## config.mk

```make
export PLATFORM = sky130hd
export DESIGN_NAME = poly_voice_allocator_lru_unit
export DESIGN_NICKNAME = d
export VERILOG_FILES = /design/src/sv/pva_pkg.sv /design/src/sv/pva_cell.sv /design/src/sv/poly_voice_allocator_lru_unit.sv
export SDC_FILE = /design/constraint.sdc
export NUM_CORES = 2
export LEC_CHECK = 0
export BUFFER_PORTS_ARGS = -buffer_cell sky130_fd_sc_hd__buf_2
export CAP_MARGIN = 20
export CORE_ASPECT_RATIO = 1.75
export CORE_MARGIN = 2
export CORE_UTILIZATION = 59
export CTS_BUF_LIST = sky130_fd_sc_hd__clkbuf_8
export DETAILED_ROUTE_END_ITERATION = 16
export GPL_TIMING_DRIVEN = 0
export PLACE_DENSITY = 0.86
export SKIP_CTS_REPAIR_TIMING = 1
export SYNTH_ARGS = -nofsm -noshare
export SYNTH_HDL_FRONTEND = slang
export SYNTH_HIERARCHICAL = 1
export SYNTH_SLANG_ARGS = --single-unit
export TNS_END_PERCENT = 100
```

## constraint.sdc

```tcl
create_clock -name clk_i -period 3.1 [get_ports clk_i]
set_input_delay 0.62 -clock clk_i [delete_from_list [all_inputs] [get_ports clk_i]]
set_output_delay 0.62 -clock clk_i [all_outputs]
set_load 0.02 [all_outputs]
```

## src/sv/pva_pkg.sv

```systemverilog
package pva_pkg;

  localparam int unsigned NumVoicesDef = 16;
  localparam int unsigned AgeBitsDef   = 32;
  localparam int unsigned MaxResults   = 16;
  localparam int unsigned ResCntW      = $clog2(MaxResults + 1);

  localparam int unsigned KeyW    = 7;
  localparam int unsigned VelW    = 7;
  localparam int unsigned IdxOutW = 4;
  localparam int unsigned ShiftW  = 3;

  localparam logic [3:0]      NibNoteOn  = 4'h9;
  localparam logic [3:0]      NibNoteOff = 4'h8;
  localparam logic [KeyW-1:0] NoteMax    = 7'd127;

  localparam logic RegOctaveShift = 1'b0;

  typedef enum logic [1:0] {
    StIdle   = 2'b01,
    StSearch = 2'b10
  } state_e;

endpackage

```

## src/sv/pva_cell.sv

```systemverilog
module pva_cell #(
  parameter int unsigned NumVoices = pva_pkg::NumVoicesDef,
  parameter int unsigned AgeBits   = pva_pkg::AgeBitsDef,
  parameter int unsigned Idx       = 0
) (
  input  logic                      clk_i,
  input  logic                      rst_ni,
  input  logic [pva_pkg::KeyW-1:0]  key_i,
  input  logic                      all_off_i,
  input  logic [$clog2(NumVoices)-1:0] from_i,
  input  logic                      set_i,
  input  logic                      clr_i,
  input  logic [$clog2(NumVoices)-1:0] wr_idx_i,
  input  logic [AgeBits-1:0]        wr_age_i,
  input  logic                      h1_f_i,
  input  logic [$clog2(NumVoices)-1:0] h1_idx_i,
  input  logic [pva_pkg::KeyW-1:0]  h1_key_i,
  input  logic                      h2_f_i,
  input  logic                      fr_f_i,
  input  logic [$clog2(NumVoices)-1:0] fr_idx_i,
  input  logic                      mn_f_i,
  input  logic [AgeBits-1:0]        mn_age_i,
  input  logic [$clog2(NumVoices)-1:0] mn_idx_i,
  output logic                      h1_f_o,
  output logic [$clog2(NumVoices)-1:0] h1_idx_o,
  output logic [pva_pkg::KeyW-1:0]  h1_key_o,
  output logic                      h2_f_o,
  output logic                      fr_f_o,
  output logic [$clog2(NumVoices)-1:0] fr_idx_o,
  output logic                      mn_f_o,
  output logic [AgeBits-1:0]        mn_age_o,
  output logic [$clog2(NumVoices)-1:0] mn_idx_o
);

  localparam int unsigned IdxW = $clog2(NumVoices);
  localparam logic [IdxW-1:0] MyIdx = IdxW'(Idx);

  logic                     busy_q;
  logic [pva_pkg::KeyW-1:0] key_q;
  logic [AgeBits-1:0]       age_q;
  logic                     wr_sel;
  logic                     hit;

  logic                     h1_f_d, h2_f_d, fr_f_d, mn_f_d;
  logic [IdxW-1:0]          h1_idx_d, fr_idx_d, mn_idx_d;
  logic [pva_pkg::KeyW-1:0] h1_key_d;
  logic [AgeBits-1:0]       mn_age_d;

  assign wr_sel = (wr_idx_i == MyIdx);
  assign hit    = busy_q && (all_off_i || key_q == key_i) && (MyIdx >= from_i);

  always_ff @(posedge clk_i or negedge rst_ni) begin
    if (!rst_ni) begin
      busy_q <= 1'b0;
      key_q  <= '0;
      age_q  <= '0;
    end else if (wr_sel && set_i) begin
      busy_q <= 1'b1;
      key_q  <= key_i;
      age_q  <= wr_age_i;
    end else if (wr_sel && clr_i) begin
      busy_q <= 1'b0;
    end
  end

  always_comb begin
    h1_f_d   = h1_f_i;
    h1_idx_d = h1_idx_i;
    h1_key_d = h1_key_i;
    h2_f_d   = h2_f_i;
    if (h1_f_i) begin
      h2_f_d = h2_f_i || hit;
    end else if (hit) begin
      h1_f_d   = 1'b1;
      h1_idx_d = MyIdx;
      h1_key_d = key_q;
    end

    fr_f_d   = fr_f_i;
    fr_idx_d = fr_idx_i;
    if (!fr_f_i && !busy_q) begin
      fr_f_d   = 1'b1;
      fr_idx_d = MyIdx;
    end

    mn_f_d   = 1'b1;
    mn_age_d = mn_age_i;
    mn_idx_d = mn_idx_i;
    if (!mn_f_i || age_q < mn_age_i) begin
      mn_age_d = age_q;
      mn_idx_d = MyIdx;
    end
  end

  always_ff @(posedge clk_i or negedge rst_ni) begin
    if (!rst_ni) begin
      h1_f_o <= 1'b0;
      h2_f_o <= 1'b0;
      fr_f_o <= 1'b0;
      mn_f_o <= 1'b0;
    end else begin
      h1_f_o <= h1_f_d;
      h2_f_o <= h2_f_d;
      fr_f_o <= fr_f_d;
      mn_f_o <= mn_f_d;
    end
  end

  always_ff @(posedge clk_i) begin
    h1_idx_o <= h1_idx_d;
    h1_key_o <= h1_key_d;
    fr_idx_o <= fr_idx_d;
    mn_age_o <= mn_age_d;
    mn_idx_o <= mn_idx_d;
  end

endmodule

```

## src/sv/poly_voice_allocator_lru_unit.sv

```systemverilog
// Polyphonic voice allocator with least-recently-started stealing.
// Input: an item is taken at a rising edge with start high and busy low
// (op_i, status_byte_i, note_number_i, key_velocity_i). Note-on reuses the
// voice holding the note, else the lowest free voice, else the oldest one.
// Note-off (or note-on at velocity zero) releases matching voices; op_i=1
// releases every busy voice. Other statuses are dropped; busy stays low.
// Results: one-cycle strobe result_valid_o with the voice fields; last_o
// flags the final result of an item. The receiver cannot stall.
// Search: each voice is a cell in a chain; a search wave walks the chain one
// cell per cycle while busy is high. A result is registered once the wave has
// passed the last cell. A note-on, or a release finding no voice, takes a
// single wave; a release that matched more voices starts a new wave from the
// voice after the one just released, one result per wave. The final result
// strobes in the first cycle with busy low, when the next item may already be
// taken.
// Config: APB, octave_shift at byte address 0; pready always high.
// Reset: all voices free, age counter and octave_shift zero.
module poly_voice_allocator_lru_unit #(
  parameter int unsigned NumVoices = pva_pkg::NumVoicesDef,
  parameter int unsigned AgeBits   = pva_pkg::AgeBitsDef
) (
  input  logic                        clk_i,
  input  logic                        rst_ni,
  input  logic                        psel,
  input  logic                        penable,
  input  logic                        pwrite,
  input  logic [2:0]                  paddr,
  input  logic [31:0]                 pwdata,
  output logic [31:0]                 prdata,
  output logic                        pready,
  input  logic                        start,
  output logic                        busy,
  input  logic                        op_i,
  input  logic [7:0]                  status_byte_i,
  input  logic [pva_pkg::KeyW-1:0]    note_number_i,
  input  logic [pva_pkg::VelW-1:0]    key_velocity_i,
  output logic                        result_valid_o,
  output logic [pva_pkg::IdxOutW-1:0] voice_index_o,
  output logic [pva_pkg::KeyW-1:0]    voice_note_o,
  output logic                        gate_o,
  output logic [pva_pkg::VelW-1:0]    out_velocity_o,
  output logic                        last_o
);

  localparam int unsigned IdxW  = $clog2(NumVoices);
  localparam int unsigned WaveW = $clog2(NumVoices + 1);
  localparam int unsigned KeyW  = pva_pkg::KeyW;
  localparam int unsigned VelW  = pva_pkg::VelW;
  localparam int unsigned ResW  = pva_pkg::ResCntW;

  pva_pkg::state_e state_q, state_d;

  logic [WaveW-1:0]                 wave_q, wave_d;
  logic [KeyW-1:0]                  key_q, key_d;
  logic [VelW-1:0]                  vel_q, vel_d;
  logic                             on_q, on_d;
  logic                             all_off_q, all_off_d;
  logic [IdxW-1:0]                  from_q, from_d;
  logic [ResW-1:0]                  nres_q, nres_d;
  logic [AgeBits-1:0]               age_q, age_d;
  logic signed [pva_pkg::ShiftW-1:0] shift_q;

  logic                             rv_q, rv_d;
  logic [pva_pkg::IdxOutW-1:0]      ridx_q, ridx_d;
  logic [KeyW-1:0]                  rnote_q, rnote_d;
  logic                             rgate_q, rgate_d;
  logic [VelW-1:0]                  rvel_q, rvel_d;
  logic                             rlast_q, rlast_d;

  logic                             accept;
  logic [3:0]                       nib;
  logic                             is_on, is_rel;
  logic signed [8:0]                sx, t9;
  logic [KeyW-1:0]                  t_clamp;
  logic                             set_w, clr_w;
  logic [IdxW-1:0]                  wr_idx, sel;
  logic                             rel_last;

  logic                             h1_f   [NumVoices+1];
  logic [IdxW-1:0]                  h1_idx [NumVoices+1];
  logic [KeyW-1:0]                  h1_key [NumVoices+1];
  logic                             h2_f   [NumVoices+1];
  logic                             fr_f   [NumVoices+1];
  logic [IdxW-1:0]                  fr_idx [NumVoices+1];
  logic                             mn_f   [NumVoices+1];
  logic [AgeBits-1:0]               mn_age [NumVoices+1];
  logic [IdxW-1:0]                  mn_idx [NumVoices+1];

  // config port
  assign pready = 1'b1;
  assign prdata = (paddr[2] == pva_pkg::RegOctaveShift)
                  ? {29'b0, shift_q} : 32'b0;

  always_ff @(posedge clk_i or negedge rst_ni) begin
    if (!rst_ni) begin
      shift_q <= '0;
    end else if (psel && penable && pwrite && pready
                 && paddr[2] == pva_pkg::RegOctaveShift) begin
      shift_q <= pwdata[2:0];
    end
  end

  // transpose: note + shift*12, clamped
  assign sx = {{6{shift_q[2]}}, shift_q};
  assign t9 = $signed({2'b00, note_number_i}) + (sx <<< 3) + (sx <<< 2);

  always_comb begin
    if (t9[8]) begin
      t_clamp = '0;
    end else if (t9 > $signed({2'b00, pva_pkg::NoteMax})) begin
      t_clamp = pva_pkg::NoteMax;
    end else begin
      t_clamp = t9[KeyW-1:0];
    end
  end

  assign busy   = (state_q == pva_pkg::StSearch);
  assign accept = start && !busy;
  assign nib    = status_byte_i[7:4];
  assign is_on  = !op_i && nib == pva_pkg::NibNoteOn && key_velocity_i != '0;
  assign is_rel = op_i || nib == pva_pkg::NibNoteOn || nib == pva_pkg::NibNoteOff;

  // voice chain
  assign h1_f[0]   = 1'b0;
  assign h1_idx[0] = '0;
  assign h1_key[0] = '0;
  assign h2_f[0]   = 1'b0;
  assign fr_f[0]   = 1'b0;
  assign fr_idx[0] = '0;
  assign mn_f[0]   = 1'b0;
  assign mn_age[0] = '0;
  assign mn_idx[0] = '0;

  for (genvar g = 0; g < NumVoices; g++) begin : g_cell
    pva_cell #(
      .NumVoices (NumVoices),
      .AgeBits   (AgeBits),
      .Idx       (g)
    ) u_cell (
      .clk_i     (clk_i),
      .rst_ni    (rst_ni),
      .key_i     (key_q),
      .all_off_i (all_off_q),
      .from_i    (from_q),
      .set_i     (set_w),
      .clr_i     (clr_w),
      .wr_idx_i  (wr_idx),
      .wr_age_i  (age_d),
      .h1_f_i    (h1_f[g]),
      .h1_idx_i  (h1_idx[g]),
      .h1_key_i  (h1_key[g]),
      .h2_f_i    (h2_f[g]),
      .fr_f_i    (fr_f[g]),
      .fr_idx_i  (fr_idx[g]),
      .mn_f_i    (mn_f[g]),
      .mn_age_i  (mn_age[g]),
      .mn_idx_i  (mn_idx[g]),
      .h1_f_o    (h1_f[g+1]),
      .h1_idx_o  (h1_idx[g+1]),
      .h1_key_o  (h1_key[g+1]),
      .h2_f_o    (h2_f[g+1]),
      .fr_f_o    (fr_f[g+1]),
      .fr_idx_o  (fr_idx[g+1]),
      .mn_f_o    (mn_f[g+1]),
      .mn_age_o  (mn_age[g+1]),
      .mn_idx_o  (mn_idx[g+1])
    );
  end

  assign sel = h1_f[NumVoices] ? h1_idx[NumVoices]
             : fr_f[NumVoices] ? fr_idx[NumVoices]
             : mn_idx[NumVoices];
  assign wr_idx   = on_q ? sel : h1_idx[NumVoices];
  assign rel_last = !h2_f[NumVoices] || nres_q == ResW'(pva_pkg::MaxResults - 1);

  always_comb begin
    state_d   = state_q;
    wave_d    = wave_q;
    key_d     = key_q;
    vel_d     = vel_q;
    on_d      = on_q;
    all_off_d = all_off_q;
    from_d    = from_q;
    nres_d    = nres_q;
    age_d     = age_q + AgeBits'(1);
    set_w     = 1'b0;
    clr_w     = 1'b0;
    rv_d      = 1'b0;
    ridx_d    = ridx_q;
    rnote_d   = rnote_q;
    rgate_d   = rgate_q;
    rvel_d    = rvel_q;
    rlast_d   = rlast_q;

    unique case (state_q)
      pva_pkg::StIdle: begin
        if (accept && (is_on || is_rel)) begin
          state_d   = pva_pkg::StSearch;
          wave_d    = WaveW'(NumVoices);
          key_d     = t_clamp;
          vel_d     = key_velocity_i;
          on_d      = is_on;
          all_off_d = op_i;
          from_d    = '0;
          nres_d    = '0;
        end
      end
      pva_pkg::StSearch: begin
        if (wave_q != '0) begin
          wave_d = wave_q - WaveW'(1);
        end else if (on_q) begin
          set_w   = 1'b1;
          rv_d    = 1'b1;
          ridx_d  = pva_pkg::IdxOutW'(sel);
          rnote_d = key_q;
          rgate_d = 1'b1;
          rvel_d  = vel_q;
          rlast_d = 1'b1;
          state_d = pva_pkg::StIdle;
        end else if (h1_f[NumVoices]) begin
          clr_w   = 1'b1;
          rv_d    = 1'b1;
          ridx_d  = pva_pkg::IdxOutW'(h1_idx[NumVoices]);
          rnote_d = h1_key[NumVoices];
          rgate_d = 1'b0;
          rvel_d  = '0;
          rlast_d = rel_last;
          nres_d  = nres_q + ResW'(1);
          if (rel_last) begin
            state_d = pva_pkg::StIdle;
          end else begin
            from_d = h1_idx[NumVoices] + IdxW'(1);
            wave_d = WaveW'(NumVoices);
          end
        end else begin
          state_d = pva_pkg::StIdle;
        end
      end
      default: state_d = pva_pkg::StIdle;
    endcase
  end

  always_ff @(posedge clk_i or negedge rst_ni) begin
    if (!rst_ni) begin
      state_q <= pva_pkg::StIdle;
      wave_q  <= '0;
      nres_q  <= '0;
      age_q   <= '0;
      rv_q    <= 1'b0;
    end else begin
      state_q <= state_d;
      wave_q  <= wave_d;
      nres_q  <= nres_d;
      if (set_w) begin
        age_q <= age_d;
      end
      rv_q    <= rv_d;
    end
  end

  always_ff @(posedge clk_i) begin
    key_q     <= key_d;
    vel_q     <= vel_d;
    on_q      <= on_d;
    all_off_q <= all_off_d;
    from_q    <= from_d;
    ridx_q    <= ridx_d;
    rnote_q   <= rnote_d;
    rgate_q   <= rgate_d;
    rvel_q    <= rvel_d;
    rlast_q   <= rlast_d;
  end

  assign result_valid_o = rv_q;
  assign voice_index_o  = ridx_q;
  assign voice_note_o   = rnote_q;
  assign gate_o         = rgate_q;
  assign out_velocity_o = rvel_q;
  assign last_o         = rlast_q;

  a_strobe_gap: assert property (@(posedge clk_i) disable iff (!rst_ni)
    result_valid_o |=> !result_valid_o)
    else $error("results on consecutive cycles");

  a_start_single: assert property (@(posedge clk_i) disable iff (!rst_ni)
    result_valid_o && gate_o |-> last_o && out_velocity_o != '0)
    else $error("note start not a single item result with velocity");

  a_release_vel: assert property (@(posedge clk_i) disable iff (!rst_ni)
    result_valid_o && !gate_o |-> out_velocity_o == '0)
    else $error("release with nonzero velocity");

  a_more_pending: assert property (@(posedge clk_i) disable iff (!rst_ni)
    result_valid_o && !last_o |-> busy)
    else $error("non-final result while idle");

endmodule

```

==> key figures <==
STA
  – Min setup slack post-route: -0.0979 ns
  – RSZ-0062 raised after global routing: yes
  – Clock Skew: 0.0428 ns
  – Pins Over Slew Limit: 0
  – Post-route minimum period: 3.20 ns
  – Part of the cycle the worst path needs: 1.03
  – Setup violation total in the final timing report: 80
  – Maximum clock frequency: 313 MHz
  – Hold Vio Cnt, Final: 0
  – Slew @ Worst Pin: 1.00 ns
  – Slew headroom: 0.332
  – WHS: 0.0570 ns

Power and ir drop
  – Internal: 32,500 uW
  – Cell Pwr Density: 558 nW/um^2
  – Peak supply drop: 0.000457 V
  – P_leak: 0.0380 uW
  – Clock network fraction of design power: 0.366
  – Sequential share of power: 0.508
  – Switching share of power: 0.262
  – Comb pwr share: 0.126
  – Net switching component of the power: 11,600 uW

Run
  – Max-capacitance violation count: 0

Setup path
  – Arrival time at the worst endpoint: 3.99 ns
  – CP max-delay cell: o21ai_4
  – R2r setup slk: -0.1 ns
  – Crit-path leading delay family: simple AND/OR/NAND/NOR gates
  – Crit Path Max Fanout: 17
  – Crit path capture type: flop
  – CP Launch Type: flop
  – Reg-to-Reg Start: on_q
  – Critical Path Max Stage Delay: 0.59 ns
  – Most frequent CP cell: clkbuf_2
  – Crit path buffers/inverters: 2
  – Worst R2R Path Depth: 7
  – Crit path kind: flop to flop
  – Reg2reg end: g_cell[10].u_cell/age_q[19]
  – Cells along the critical path: clkbuf_2 -> nand2b_4 -> o21ai_4 -> nor4bb_1 -> nand2_1 -> clkbuf_2 -> mux2_2
  – CP required: 3.89 ns

Synth
  – Ys Warns: 6
  – Gate count of the mapped netlist: 5,618
  – Syn Area/Cell: 12.5 sq um
  – Post-synthesis cell area: 70,000 sq um

Floorplanning
  – I/O Pins: 119
  – Die height: 460 microns
  – Die W: 264 microns
  – Initial Util: 0.593
  – Die area: 122,000 sq um
  – Row cnt: 167
  – Core ar.: 118,000 sq um

Clock network
  – CTS root buffer: clkbuf_8
  – Number of clock buffers inserted by TritonCTS: 206
  – H-tree Lvls: 4
  – Clock Sink Count: 1,575
  – Max clock buf depth: 3
  – Clock transition at the registers of the reported paths: 0.07 ns
  – Clk_lat worst skew: 0.92 ns
  – CTS tree: built

GRT
  – First-pass GRT wire length: 248 mm
  – Number of global-route vias before repair: 48,200
  – Largest net degree at the start of global routing: 113
  – Tot GR Track Use: 0.259
  – Initial antenna violation count: 1
  – Global route total overflow: 0

Route
  – Drt total wl: 161 mm
  – Routed len/inst: 20.6 microns
  – Vias/cell: 5.66
  – DRT antenna net count: 0
  – Starting DRT DRC Count: 2,474
  – Detailed-route via count: 44,100
  – DRT Pass-1 Iters: 5
  – Drt drc: 0

Run status
  – Violated checks: setup timing
  – Outcome: complete, but fails checks

Placed design
  – DP Area: 73,800 sq um
  – Placed cells: 7,359
  – Port Buffers: 53
  – Routability congestion estimate: 0.858
  – Post-DP HPWL: 112 mm

Cells and area
  – Post-route cell area: 78,900 sq um
  – Multi-input gate area: 31,900 sq um
  – Final nets: 6,673
  – Layout cells sized above 1: 0.303
  – P&R area growth vs syn: 12.7%
  – Layout fillers: 7,621
  – Layout Cells excl Fill: 7,802
  – Seq. cell area: 35,700 sq um

Hold path
  – Hold endpoint: key_q[1]
  – Hold path startpoint: note_number_i[1]
  – Hold path depth: 3
  – Worst Hold Class: input pin to flop
stage by stage:
stage	TNS [ns]	total power [uW]	util	worst slack, ns
finish	-3.18	44100	0.669	-0.0979
floorplan	0	26000	-	0.169
detailed placement	-329.66	27800	0.625	-0.693
CTS	-352.80	43800	0.663	-0.791
global route	-11.76	45600	0.669	-0.114
global placement	-	27500	0.615	-15.75
power groups by stage:
stage,registers [uW],logic (uW),clock network (uW)
after detailed placement,22800,4990,0
after floorplan,22600,3420,0
after CTS,22400,5060,16300
final,22400,5550,16100
after global routing,22500,5890,17200
after global placement,23000,4480,0
routing by layer:
layer / vias up / share of wire / global-route usage
li1: 20200 / - / -
met1: 22000 / 0.35 / 0.258
met2: 1248 / 0.55 / 0.498
met3: 646 / 0.037 / 0.0392
met4: 0 / 0.065 / 0.157
met5: - / 0 / 0
sequential cells by signal (all words and copies together), names as in the netlist, 32 cells and up:
name                    count
g_cell.u_cell/age_q       512
g_cell.u_cell/mn_age_o    480
g_cell.u_cell/h1_key_o    112
g_cell.u_cell/key_q       112
g_cell.u_cell/fr_idx_o     64
g_cell.u_cell/h1_idx_o     64
g_cell.u_cell/mn_idx_o     64
age_q                      32
how the worst max path moves through the flow:
stage / start / endpoint / slack (ns) / cells after the start
3_5_place_dp: on_q / g_cell[1].u_cell/key_q[5] / -0.69 / 7
2_1_floorplan: on_q / g_cell[11].u_cell/key_q[6] / 0.17 / 7
3_3_place_gp: rst_ni / nres_q[2] / -15.75 / 1
4_1_cts: on_q / g_cell[1].u_cell/key_q[5] / -0.79 / 7
5_1_grt: on_q / g_cell[10].u_cell/age_q[19] / -0.11 / 7
6_report: on_q / g_cell[10].u_cell/age_q[19] / -0.1 / 7
area by class of cell:
type,instances,share of cell area
inverters,517,0.0246
clock buffers,267,0.0466
well taps,1521,0.0241
clock inverters,125,0.00969
flip-flops and latches,1575,0.452
diodes,1,0.0000317
plain buffers,174,0.0174
repair buffers,150,0.0213
multi-input cells,3472,0.404
placed cells by master (no fill, tap or decap), types with 56 or more instances in the layout:
cell type / instances
nand3_1: 56
buf_2: 81
clkbuf_8: 267
nand2_1: 276
mux2_4: 236
conb_1: 136
dfxtp_1: 784
xor2_1: 78
nor2b_1: 102
dfrtp_1: 750
a21oi_1: 208
nor2_1: 121
or2_2: 98
mux2_2: 860
o21ai_0: 99
xnor2_1: 74
inv_1: 605
mux2_1: 131
buf_4: 63
ha_1: 510
tightest hold or removal path: cells and delay by family:
kind | cells | cell delay (ns)
buf+inv | 1 | 0.10
simple gates | 2 | 0.12
Power figures use the tool's default switching activity.
